## src/hdl/rtss_pkg.sv

```systemverilog
// ---------------------------------------------------------------------------
// Resistive touch scan sequencer package
// Shared types, drive patterns, phase codes and reset values for the touch
// scan controller and its datapath.
// ---------------------------------------------------------------------------
package rtss_pkg;

  localparam int unsigned SampleBitsDefault = 10;
  localparam int unsigned ChanBits          = 3;
  localparam int unsigned PhaseBits         = 4;
  localparam int unsigned CfgIndexBits      = 4;
  localparam int unsigned PressureBits      = 16;

  localparam logic [PhaseBits-1:0] PhInit    = 4'd0;
  localparam logic [PhaseBits-1:0] PhStandby = 4'd1;
  localparam logic [PhaseBits-1:0] PhX       = 4'd3;
  localparam logic [PhaseBits-1:0] PhY       = 4'd5;
  localparam logic [PhaseBits-1:0] PhZ1      = 4'd7;
  localparam logic [PhaseBits-1:0] PhZ2      = 4'd9;
  localparam logic [PhaseBits-1:0] PhPot     = 4'd11;
  localparam logic [PhaseBits-1:0] PhLast    = 4'd12;

  localparam logic [CfgIndexBits-1:0] CfgRight  = 4'd0;
  localparam logic [CfgIndexBits-1:0] CfgTop    = 4'd1;
  localparam logic [CfgIndexBits-1:0] CfgBottom = 4'd2;
  localparam logic [CfgIndexBits-1:0] CfgPot    = 4'd3;

  localparam logic [ChanBits-1:0] ChanRightRst  = 3'd0;
  localparam logic [ChanBits-1:0] ChanTopRst    = 3'd3;
  localparam logic [ChanBits-1:0] ChanBottomRst = 3'd2;
  localparam logic [ChanBits-1:0] ChanPotRst    = 3'd4;

  localparam logic [PressureBits-1:0] PressureMax = 16'hFFFF;

  typedef enum logic [1:0] {
    DRV_HIZ,
    DRV_GND,
    DRV_VCC,
    DRV_PUL
  } drive_e;

  typedef struct packed {
    drive_e bottom;
    drive_e top;
    drive_e right;
    drive_e left;
  } pins_t;

  localparam pins_t PatStandby = '{bottom: DRV_PUL, top: DRV_HIZ, right: DRV_HIZ, left: DRV_GND};
  localparam pins_t PatX       = '{bottom: DRV_HIZ, top: DRV_HIZ, right: DRV_VCC, left: DRV_GND};
  localparam pins_t PatY       = '{bottom: DRV_VCC, top: DRV_GND, right: DRV_HIZ, left: DRV_HIZ};
  localparam pins_t PatZ       = '{bottom: DRV_VCC, top: DRV_HIZ, right: DRV_HIZ, left: DRV_GND};

  typedef enum logic [2:0] {
    RD_STANDBY,
    RD_X,
    RD_Y,
    RD_Z1,
    RD_Z2,
    RD_POT
  } reading_e;

  typedef enum logic [1:0] {
    MUX_RIGHT,
    MUX_TOP,
    MUX_BOTTOM,
    MUX_POT
  } mux_src_e;

  typedef enum logic [1:0] {
    ST_IDLE,
    ST_MUL,
    ST_DIV,
    ST_FIN
  } ctrl_state_e;

  typedef struct packed {
    logic     store;
    reading_e slot;
    logic     drive_load;
    pins_t    drive_pat;
    logic     mux_load;
    mux_src_e mux_src;
    logic     mul;
    logic     div_step;
    logic     finish;
  } cmd_t;

endpackage

```

## src/hdl/rtss_ctrl.sv

```systemverilog
// ---------------------------------------------------------------------------
// Touch scan controller
// Tracks the scan phase, decodes the per-phase actions and sequences the
// multiply and serial divide that produce the pressure estimate.
// ---------------------------------------------------------------------------
module rtss_ctrl #(
  parameter int unsigned SAMPLE_BITS = rtss_pkg::SampleBitsDefault
) (
  input  logic          clk_i,
  input  logic          rst_ni,
  input  logic          in_valid_i,
  output logic          in_ready_o,
  output logic          out_valid_o,
  input  logic          out_ready_i,
  output rtss_pkg::cmd_t cmd_o
);

  localparam int unsigned DivSteps = 2 * SAMPLE_BITS;
  localparam int unsigned CntBits  = $clog2(DivSteps);
  localparam logic [CntBits-1:0] CntLast = CntBits'(DivSteps - 1);

  rtss_pkg::ctrl_state_e state_q, state_d;
  logic [rtss_pkg::PhaseBits-1:0] phase_q, phase_d;
  logic [CntBits-1:0] cnt_q, cnt_d;
  logic out_valid_q, out_valid_d;
  logic in_acc;
  logic out_acc;
  rtss_pkg::cmd_t act;

  assign in_ready_o  = (state_q == rtss_pkg::ST_IDLE) && (!out_valid_q || out_ready_i);
  assign out_valid_o = out_valid_q;
  assign in_acc      = in_valid_i && in_ready_o;
  assign out_acc     = out_valid_q && out_ready_i;

  // Phase action decode.
  always_comb begin
    act            = '0;
    act.slot       = rtss_pkg::RD_STANDBY;
    act.drive_pat  = rtss_pkg::PatStandby;
    act.mux_src    = rtss_pkg::MUX_BOTTOM;
    case (phase_q)
      rtss_pkg::PhStandby: begin
        act.store      = 1'b1;
        act.slot       = rtss_pkg::RD_STANDBY;
        act.drive_load = 1'b1;
        act.drive_pat  = rtss_pkg::PatX;
      end
      rtss_pkg::PhX: begin
        act.store      = 1'b1;
        act.slot       = rtss_pkg::RD_X;
        act.drive_load = 1'b1;
        act.drive_pat  = rtss_pkg::PatY;
        act.mux_load   = 1'b1;
        act.mux_src    = rtss_pkg::MUX_RIGHT;
      end
      rtss_pkg::PhY: begin
        act.store      = 1'b1;
        act.slot       = rtss_pkg::RD_Y;
        act.drive_load = 1'b1;
        act.drive_pat  = rtss_pkg::PatZ;
      end
      rtss_pkg::PhZ1: begin
        act.store      = 1'b1;
        act.slot       = rtss_pkg::RD_Z1;
        act.drive_load = 1'b1;
        act.drive_pat  = rtss_pkg::PatZ;
        act.mux_load   = 1'b1;
        act.mux_src    = rtss_pkg::MUX_TOP;
      end
      rtss_pkg::PhZ2: begin
        act.store      = 1'b1;
        act.slot       = rtss_pkg::RD_Z2;
        act.drive_load = 1'b1;
        act.drive_pat  = rtss_pkg::PatStandby;
        act.mux_load   = 1'b1;
        act.mux_src    = rtss_pkg::MUX_POT;
      end
      rtss_pkg::PhPot: begin
        act.store      = 1'b1;
        act.slot       = rtss_pkg::RD_POT;
        act.drive_load = 1'b1;
        act.drive_pat  = rtss_pkg::PatStandby;
        act.mux_load   = 1'b1;
        act.mux_src    = rtss_pkg::MUX_BOTTOM;
      end
      default: begin
        act.store = 1'b0;
      end
    endcase
  end

  // Next state.
  always_comb begin
    state_d     = state_q;
    phase_d     = phase_q;
    cnt_d       = cnt_q;
    out_valid_d = out_valid_q && !out_acc;
    case (state_q)
      rtss_pkg::ST_IDLE: begin
        if (in_acc) begin
          phase_d = (phase_q >= rtss_pkg::PhLast) ? rtss_pkg::PhStandby
                                                   : phase_q + 1'b1;
          if (phase_q == rtss_pkg::PhZ2) begin
            state_d = rtss_pkg::ST_MUL;
          end else begin
            out_valid_d = 1'b1;
          end
        end
      end
      rtss_pkg::ST_MUL: begin
        cnt_d   = '0;
        state_d = rtss_pkg::ST_DIV;
      end
      rtss_pkg::ST_DIV: begin
        cnt_d = cnt_q + 1'b1;
        if (cnt_q == CntLast) begin
          state_d = rtss_pkg::ST_FIN;
        end
      end
      rtss_pkg::ST_FIN: begin
        out_valid_d = 1'b1;
        state_d     = rtss_pkg::ST_IDLE;
      end
      default: begin
        state_d = rtss_pkg::ST_IDLE;
      end
    endcase
  end

  // Command outputs.
  always_comb begin
    cmd_o           = act;
    cmd_o.store     = 1'b0;
    cmd_o.drive_load = 1'b0;
    cmd_o.mux_load  = 1'b0;
    cmd_o.mul       = 1'b0;
    cmd_o.div_step  = 1'b0;
    cmd_o.finish    = 1'b0;
    case (state_q)
      rtss_pkg::ST_IDLE: begin
        cmd_o.store      = act.store && in_acc;
        cmd_o.drive_load = act.drive_load && in_acc;
        cmd_o.mux_load   = act.mux_load && in_acc;
      end
      rtss_pkg::ST_MUL: begin
        cmd_o.mul = 1'b1;
      end
      rtss_pkg::ST_DIV: begin
        cmd_o.div_step = 1'b1;
      end
      rtss_pkg::ST_FIN: begin
        cmd_o.finish = 1'b1;
      end
      default: begin
        cmd_o.finish = 1'b0;
      end
    endcase
  end

  always_ff @(posedge clk_i or negedge rst_ni) begin
    if (!rst_ni) begin
      state_q     <= rtss_pkg::ST_IDLE;
      phase_q     <= rtss_pkg::PhInit;
      cnt_q       <= '0;
      out_valid_q <= 1'b0;
    end else begin
      state_q     <= state_d;
      phase_q     <= phase_d;
      cnt_q       <= cnt_d;
      out_valid_q <= out_valid_d;
    end
  end

endmodule

```

## src/hdl/rtss_datapath.sv

```systemverilog
// ---------------------------------------------------------------------------
// Touch scan datapath
// Holds the channel registers, stored readings, pin drives and converter
// channel, and computes pressure with a multiplier and a restoring divider.
// ---------------------------------------------------------------------------
module rtss_datapath #(
  parameter int unsigned SAMPLE_BITS = rtss_pkg::SampleBitsDefault
) (
  input  logic                                clk_i,
  input  logic                                rst_ni,
  input  rtss_pkg::cmd_t                      cmd_i,
  input  logic [SAMPLE_BITS-1:0]              sample_i,
  input  logic                                cfg_we_i,
  input  logic [rtss_pkg::CfgIndexBits-1:0]   cfg_index_i,
  input  logic [rtss_pkg::ChanBits-1:0]       cfg_data_i,
  output rtss_pkg::pins_t                     pins_o,
  output logic [rtss_pkg::ChanBits-1:0]       mux_channel_o,
  output logic [SAMPLE_BITS-1:0]              standby_reading_o,
  output logic [SAMPLE_BITS-1:0]              x_reading_o,
  output logic [SAMPLE_BITS-1:0]              y_reading_o,
  output logic [SAMPLE_BITS-1:0]              z1_reading_o,
  output logic [SAMPLE_BITS-1:0]              z2_reading_o,
  output logic [SAMPLE_BITS-1:0]              pot_reading_o,
  output logic [rtss_pkg::PressureBits-1:0]   pressure_o
);

  localparam int unsigned NumBits = 2 * SAMPLE_BITS;

  logic [rtss_pkg::ChanBits-1:0] ch_right_q, ch_top_q, ch_bottom_q, ch_pot_q;
  logic [SAMPLE_BITS-1:0] rd_q [6];
  rtss_pkg::pins_t pins_q;
  logic [rtss_pkg::ChanBits-1:0] mux_q, mux_d;
  logic [rtss_pkg::PressureBits-1:0] pres_q, pres_d;
  logic [NumBits-1:0] num_q;
  logic [SAMPLE_BITS-1:0] rem_q;
  logic [SAMPLE_BITS-1:0] z1, z2, xr, diff;
  logic [SAMPLE_BITS:0] trial, trial_sub;
  logic ge;

  assign xr   = rd_q[rtss_pkg::RD_X];
  assign z1   = rd_q[rtss_pkg::RD_Z1];
  assign z2   = rd_q[rtss_pkg::RD_Z2];
  assign diff = z2 - z1;

  assign trial     = {rem_q, num_q[NumBits-1]};
  assign trial_sub = trial - {1'b0, z1};
  assign ge        = trial >= {1'b0, z1};

  always_comb begin
    case (cmd_i.mux_src)
      rtss_pkg::MUX_RIGHT:  mux_d = ch_right_q;
      rtss_pkg::MUX_TOP:    mux_d = ch_top_q;
      rtss_pkg::MUX_BOTTOM: mux_d = ch_bottom_q;
      rtss_pkg::MUX_POT:    mux_d = ch_pot_q;
      default:              mux_d = ch_bottom_q;
    endcase
  end

  always_comb begin
    if (z1 == '0) begin
      pres_d = rtss_pkg::PressureMax;
    end else if (z2 < z1) begin
      pres_d = '0;
    end else if ((num_q >> rtss_pkg::PressureBits) != '0) begin
      pres_d = rtss_pkg::PressureMax;
    end else begin
      pres_d = num_q[rtss_pkg::PressureBits-1:0];
    end
  end

  always_ff @(posedge clk_i or negedge rst_ni) begin
    if (!rst_ni) begin
      ch_right_q  <= rtss_pkg::ChanRightRst;
      ch_top_q    <= rtss_pkg::ChanTopRst;
      ch_bottom_q <= rtss_pkg::ChanBottomRst;
      ch_pot_q    <= rtss_pkg::ChanPotRst;
    end else if (cfg_we_i) begin
      case (cfg_index_i)
        rtss_pkg::CfgRight:  ch_right_q  <= cfg_data_i;
        rtss_pkg::CfgTop:    ch_top_q    <= cfg_data_i;
        rtss_pkg::CfgBottom: ch_bottom_q <= cfg_data_i;
        rtss_pkg::CfgPot:    ch_pot_q    <= cfg_data_i;
        default:             ch_pot_q    <= ch_pot_q;
      endcase
    end
  end

  always_ff @(posedge clk_i or negedge rst_ni) begin
    if (!rst_ni) begin
      for (int i = 0; i < 6; i++) begin
        rd_q[i] <= '0;
      end
      pins_q <= rtss_pkg::PatStandby;
      mux_q  <= rtss_pkg::ChanBottomRst;
      pres_q <= '0;
    end else begin
      if (cmd_i.store) begin
        rd_q[cmd_i.slot] <= sample_i;
      end
      if (cmd_i.drive_load) begin
        pins_q <= cmd_i.drive_pat;
      end
      if (cmd_i.mux_load) begin
        mux_q <= mux_d;
      end
      if (cmd_i.finish) begin
        pres_q <= pres_d;
      end
    end
  end

  always_ff @(posedge clk_i) begin
    if (cmd_i.mul) begin
      num_q <= diff * xr;
      rem_q <= '0;
    end else if (cmd_i.div_step) begin
      num_q <= {num_q[NumBits-2:0], ge};
      rem_q <= ge ? trial_sub[SAMPLE_BITS-1:0] : trial[SAMPLE_BITS-1:0];
    end
  end

  assign pins_o            = pins_q;
  assign mux_channel_o     = mux_q;
  assign standby_reading_o = rd_q[rtss_pkg::RD_STANDBY];
  assign x_reading_o       = rd_q[rtss_pkg::RD_X];
  assign y_reading_o       = rd_q[rtss_pkg::RD_Y];
  assign z1_reading_o      = rd_q[rtss_pkg::RD_Z1];
  assign z2_reading_o      = rd_q[rtss_pkg::RD_Z2];
  assign pot_reading_o     = rd_q[rtss_pkg::RD_POT];
  assign pressure_o        = pres_q;

endmodule

```

## src/hdl/resistive_touch_scan_sequencer.sv

```systemverilog
// The result is registered for most phases; in the Z2 phase it follows the
// multiply, the one-bit-per-cycle restoring divider and a finish state.
// Throughput: one item per cycle outside the Z2 phase while out_ready_i holds;
// one input is taken per output delivered; the divider is the only multi-cycle unit.
// Reset: asynchronous active low; phase 0, readings and pressure cleared,
// standby drive pattern, default channel map, no result pending.
// ---------------------------------------------------------------------------
// Resistive touch scan sequencer
// Steps a four-wire panel through its scan phases, one converter sample per
// item, and reports the drive pattern, channel, readings and pressure.
// ---------------------------------------------------------------------------
module resistive_touch_scan_sequencer #(
  parameter int unsigned SAMPLE_BITS = rtss_pkg::SampleBitsDefault
) (
  input  logic                              clk_i,
  input  logic                              rst_ni,
  input  logic                              in_valid_i,
  output logic                              in_ready_o,
  input  logic [SAMPLE_BITS-1:0]            sample_i,
  output logic                              out_valid_o,
  input  logic                              out_ready_i,
  output logic [1:0]                        drive_left_o,
  output logic [1:0]                        drive_right_o,
  output logic [1:0]                        drive_top_o,
  output logic [1:0]                        drive_bottom_o,
  output logic [rtss_pkg::ChanBits-1:0]     mux_channel_o,
  output logic [SAMPLE_BITS-1:0]            standby_reading_o,
  output logic [SAMPLE_BITS-1:0]            x_reading_o,
  output logic [SAMPLE_BITS-1:0]            y_reading_o,
  output logic [SAMPLE_BITS-1:0]            z1_reading_o,
  output logic [SAMPLE_BITS-1:0]            z2_reading_o,
  output logic [rtss_pkg::PressureBits-1:0] pressure_o,
  output logic [SAMPLE_BITS-1:0]            pot_reading_o,
  input  logic                              cfg_valid_i,
  output logic                              cfg_ready_o,
  input  logic [rtss_pkg::CfgIndexBits-1:0] cfg_index_i,
  input  logic [rtss_pkg::ChanBits-1:0]     cfg_data_i
);

  rtss_pkg::cmd_t  cmd;
  rtss_pkg::pins_t pins;

  assign cfg_ready_o = 1'b1;

  rtss_ctrl #(
    .SAMPLE_BITS(SAMPLE_BITS)
  ) u_ctrl (
    .clk_i      (clk_i),
    .rst_ni     (rst_ni),
    .in_valid_i (in_valid_i),
    .in_ready_o (in_ready_o),
    .out_valid_o(out_valid_o),
    .out_ready_i(out_ready_i),
    .cmd_o      (cmd)
  );

  rtss_datapath #(
    .SAMPLE_BITS(SAMPLE_BITS)
  ) u_datapath (
    .clk_i            (clk_i),
    .rst_ni           (rst_ni),
    .cmd_i            (cmd),
    .sample_i         (sample_i),
    .cfg_we_i         (cfg_valid_i && cfg_ready_o),
    .cfg_index_i      (cfg_index_i),
    .cfg_data_i       (cfg_data_i),
    .pins_o           (pins),
    .mux_channel_o    (mux_channel_o),
    .standby_reading_o(standby_reading_o),
    .x_reading_o      (x_reading_o),
    .y_reading_o      (y_reading_o),
    .z1_reading_o     (z1_reading_o),
    .z2_reading_o     (z2_reading_o),
    .pot_reading_o    (pot_reading_o),
    .pressure_o       (pressure_o)
  );

  assign drive_left_o   = pins.left;
  assign drive_right_o  = pins.right;
  assign drive_top_o    = pins.top;
  assign drive_bottom_o = pins.bottom;

endmodule
```

## config.mk

```make
export PLATFORM = sky130hd
export DESIGN_NAME = resistive_touch_scan_sequencer
export DESIGN_NICKNAME = d
export VERILOG_FILES = /design/src/hdl/rtss_pkg.sv /design/src/hdl/rtss_ctrl.sv /design/src/hdl/rtss_datapath.sv /design/src/hdl/resistive_touch_scan_sequencer.sv
export SDC_FILE = /design/constraint.sdc
export NUM_CORES = 1
export LEC_CHECK = 0
export ABC_AREA = 1
export BUFFER_PORTS_ARGS = -buffer_cell sky130_fd_sc_hd__buf_4
export CORE_ASPECT_RATIO = 1.4
export CORE_MARGIN = 1.5
export CORE_UTILIZATION = 37
export CTS_CLUSTER_SIZE = 8
export DETAILED_ROUTE_END_ITERATION = 12
export PLACE_DENSITY_LB_ADDON = 0.3
export SYNTH_ARGS = -nofsm -noshare
export SYNTH_HDL_FRONTEND = slang
export SYNTH_HIERARCHICAL = 1
export SYNTH_SLANG_ARGS = --single-unit
```

## constraint.sdc

```tcl
create_clock -name clk_i -period 9 [get_ports clk_i]
set_input_delay 1.35 -clock clk_i [delete_from_list [all_inputs] [get_ports clk_i]]
set_output_delay 1.35 -clock clk_i [all_outputs]
set_load 0.02 [all_outputs]
```

==> flow_summary_export.csv <==
group,metric,value,unit
run_status,status,"finished, final reports clean",
yosys,yosys.area.top_type,"dfrtp_1",
global_routing,grt_pass1_wl,48.0,mm
sta,hold_violations,0,
pwr,peakVddDrop,0.228,mV
min_path,hold_depth,2,
layout,diodes,0,
sta,final_max_slew_viol_count,0,
cts,post_cts_resized,0,
yosys,ys_seq_area_share,33.9,%
layout,final_nets,1598,
setup_path,path_common_cell,"nand2_1",
pwr,powerDensity,440,nW/um^2
yosys,synth_cell_type_count,50,
setup_path,cp.arrival,6.47,ns
cts,clockBufferDepth,2,
setup_path,worst-path-max-fanout,7,
drt,antenna_left,0,
cts,cts_hold_buf,0,
cts,clock-sinks,141,
setup_path,rr_startpoint,"u_datapath/z1_reading_o[0]",
drt,drtPass1Iterations,6,
sta,fmax,159,MHz
pwr,power_leakage,0.00648,uW
die,rows,73,
setup_path,startpoint,"u_datapath/z1_reading_o[0]",
yosys,synth_seq_cells,141,
global_routing,grt_usage,20.8,%
layout,fillCellCount,2941,
setup_path,reg2reg_depth,27,
sta,min_period_over_period,70.0,%
yosys,yosys_warnings,6,
placed_design,dp_hpwl,23.5,mm
yosys,synth_top_area_share,24.3,%
die,io_pins,112,
placed_design,place_inst,1786,
die,coreArea,28300,sq um
drt,wire_per_inst,16.2,microns
setup_path,worst_path_largest_cell_delay,0.54,ns
layout,multi_input_area,6040,sq um
min_path,min_path_type,"reg -> reg",
global_routing,grt_pass1_vias,9393,
cts,clkLatencyLatePin,0.43,ns
global_routing,antenna_found_initial,0,
drt,drc,0,
sta,clock_skew,0.0126,ns
global_routing,grt_max_degree,82,
layout,layoutNonFillerInstCount,1817,
drt,drt_iter0_markers,468,
sta,period_needed,6.30,ns
drt,vias,8904,
yosys,syn_inst,1331,
sta,worstMarginPinSlew,1.07,ns
die,die_h,203,microns
setup_path,slowest_stage,"fa_1",
yosys,synth.area.top_cells,"dfrtp_1 (24%), fa_1 (12%), nand2_1 (12%)",
cts,cts_max_level,4,
yosys,synth.avg_cell_area,7.95,sq um
cts,numCtsBuffers,17,
drt,routed_wl,29.4,mm
setup_path,critPathRequiredTime,9.17,ns
run,maxCapViolCount,0,
min_path,min-delay-start,"u_datapath/rem_q[8]",
drt,post_drt_via_cell_ratio,4.90,
layout,syn_to_final_growth,16.4,%
yosys,synth_area,10600,sq um
sta,setup_viol,0,
cts,cts_tree,"built",
placed_design,place.gp.congestion,0.920,
global_routing,grt_remaining_overflow,0,
placed_design,port_buffers,110,
cts,postCtsSetupBuffers,0,
setup_path,startpoint_type,"flip-flop",
cts,root_buffer,"clkbuf_16",
sta,slew_headroom,28.7,%
die,die_w,146,microns
cts,clk_pin_slew,0.06,ns
sta,rsz0062_at_grt,"false",
sta,fin_setup_tns,0,ns
setup_path,endpoint_kind,"flip-flop",
setup_path,crit_type,"reg -> reg",
layout,drive_above_1_share,14.4,%
die,dieArea,29600,sq um
layout,seqCellArea,3590,sq um
die,start_util,37.4,%
flip-flops by register name (all words and copies together) (netlist names), 4 cells and up:
signal,flops
u_datapath/num_q,20
u_datapath/pressure_o,16
u_datapath/pot_reading_o,10
u_datapath/rem_q,10
u_datapath/standby_reading_o,10
u_datapath/x_reading_o,10
u_datapath/y_reading_o,10
u_datapath/z1_reading_o,10
u_datapath/z2_reading_o,10
u_datapath/pins_o,8
u_ctrl/cnt_q,5
u_ctrl/phase_q,4
routing by layer:
metal	GRT usage, %	routed length (microns)	vias to the layer above
met3	4.09	1250	64
li1	-	-	4392
met5	0	0	-
met1	21.4	11200	4227
met2	40.1	15900	221
met4	9.29	1070	0
where the power goes:
part	total, uW	switching [uW]	internal (uW)
logic	3600	2310	1290
registers	1110	193	917
clock network	713	290	423
through the flow:
step	instance area [sq um]	total power (uW)	worst slack (ns)	hold WS (ns)	util, %
final	12300	5420	2.70	0.471	43.5
after global routing	12300	6010	2.28	0.503	43.5
after floorplan	10600	3710	3.20	0.443	-
after detailed placement	11700	4720	2.71	0.458	41.4
after CTS	12300	5470	2.70	0.473	43.5
after global placement	11700	4680	2.82	0.461	41.4
worst max-delay path, delay by kind of cell (launching register included):
kind	cells	cell delay (ns)
fa+ha+maj	8	3.48
buf+inv	5	0.39
flops	1	0.45
simple gates	14	1.71
kinds of logic after synthesis:
kind of cell | after synthesis | synth area share [%]
AOI/OAI and AO/OA | 174 | 8.75
muxes | 8 | 0.851
buffers and inverters | 246 | 9.10
adders and majority gates | 146 | 21.8
DFF | 141 | 33.9
other | 2 | 0.0709
xor gates and xnor gates | 10 | 0.969
and+or+nand+nor | 604 | 24.6
synthesized netlist by cell type, drive strengths merged:
| library cell | instances |
|---|---|
| a21o | 1 |
| edfxtp | 20 |
| nand4 | 7 |
| mux2 | 8 |
| conb | 2 |
| nand3 | 79 |
| nor2 | 127 |
| dfstp | 8 |
| o21bai | 3 |
| o22ai | 5 |
| and2 | 4 |
| inv | 211 |
| a21boi | 1 |
| nor3 | 11 |
| buf | 10 |
| dfxtp | 10 |
| or2 | 17 |
| nor4 | 2 |
| xor2 | 6 |
| o21ai | 110 |
| nand3b | 8 |
| a21oi | 47 |
| a31oi | 3 |
| dfrtp | 103 |
| o211ai | 4 |
| fa | 64 |
| nand2 | 349 |
| clkinv | 1 |
| xnor2 | 4 |
| clkbuf | 24 |
| ha | 82 |
layout make-up:
type | instances | share of cell area, %
tap | 375 | 3.81
multi-input combinational | 946 | 49.0
sequential | 141 | 29.1
clock inverter | 12 | 1.09
inverter | 212 | 6.46
timing repair buffer | 112 | 6.82
clock buffer | 19 | 3.68
cells in the final DEF (no fill, tap or decap), drive strengths merged, types with 3 or more instances in the layout:
master    synthesis  layout
nand2           349     349
inv             211     216
nor2            127     127
buf              10     112
o21ai           110     110
dfrtp           103     103
ha               82      82
nand3            79      79
fa               64      64
a21oi            47      47
edfxtp           20      20
clkbuf           24      19
or2              17      17
nor3             11      11
dfxtp            10      10
nand3b            8       8
mux2              8       8
dfstp             8       8
nand4             7       7
xor2              6       6
o22ai             5       5
conb              2       4
clkinvlp          0       4
and2              4       4
xnor2             4       4
o211ai            4       4
a31oi             3       3
o21bai            3       3
path summary, 6_finish.rpt:
check                      slack [ns]                       end
max reg2reg                      2.70      u_datapath/num_q[15]
min in group asynchronous        0.86           u_ctrl/cnt_q[0]
max in group asynchronous        6.72  u_datapath/ch_right_q[2]
min reg2reg                      0.47       u_datapath/rem_q[8]
min                              0.47       u_datapath/rem_q[8]
max                              2.70      u_datapath/num_q[15]
Power figures use the tool's default switching activity.
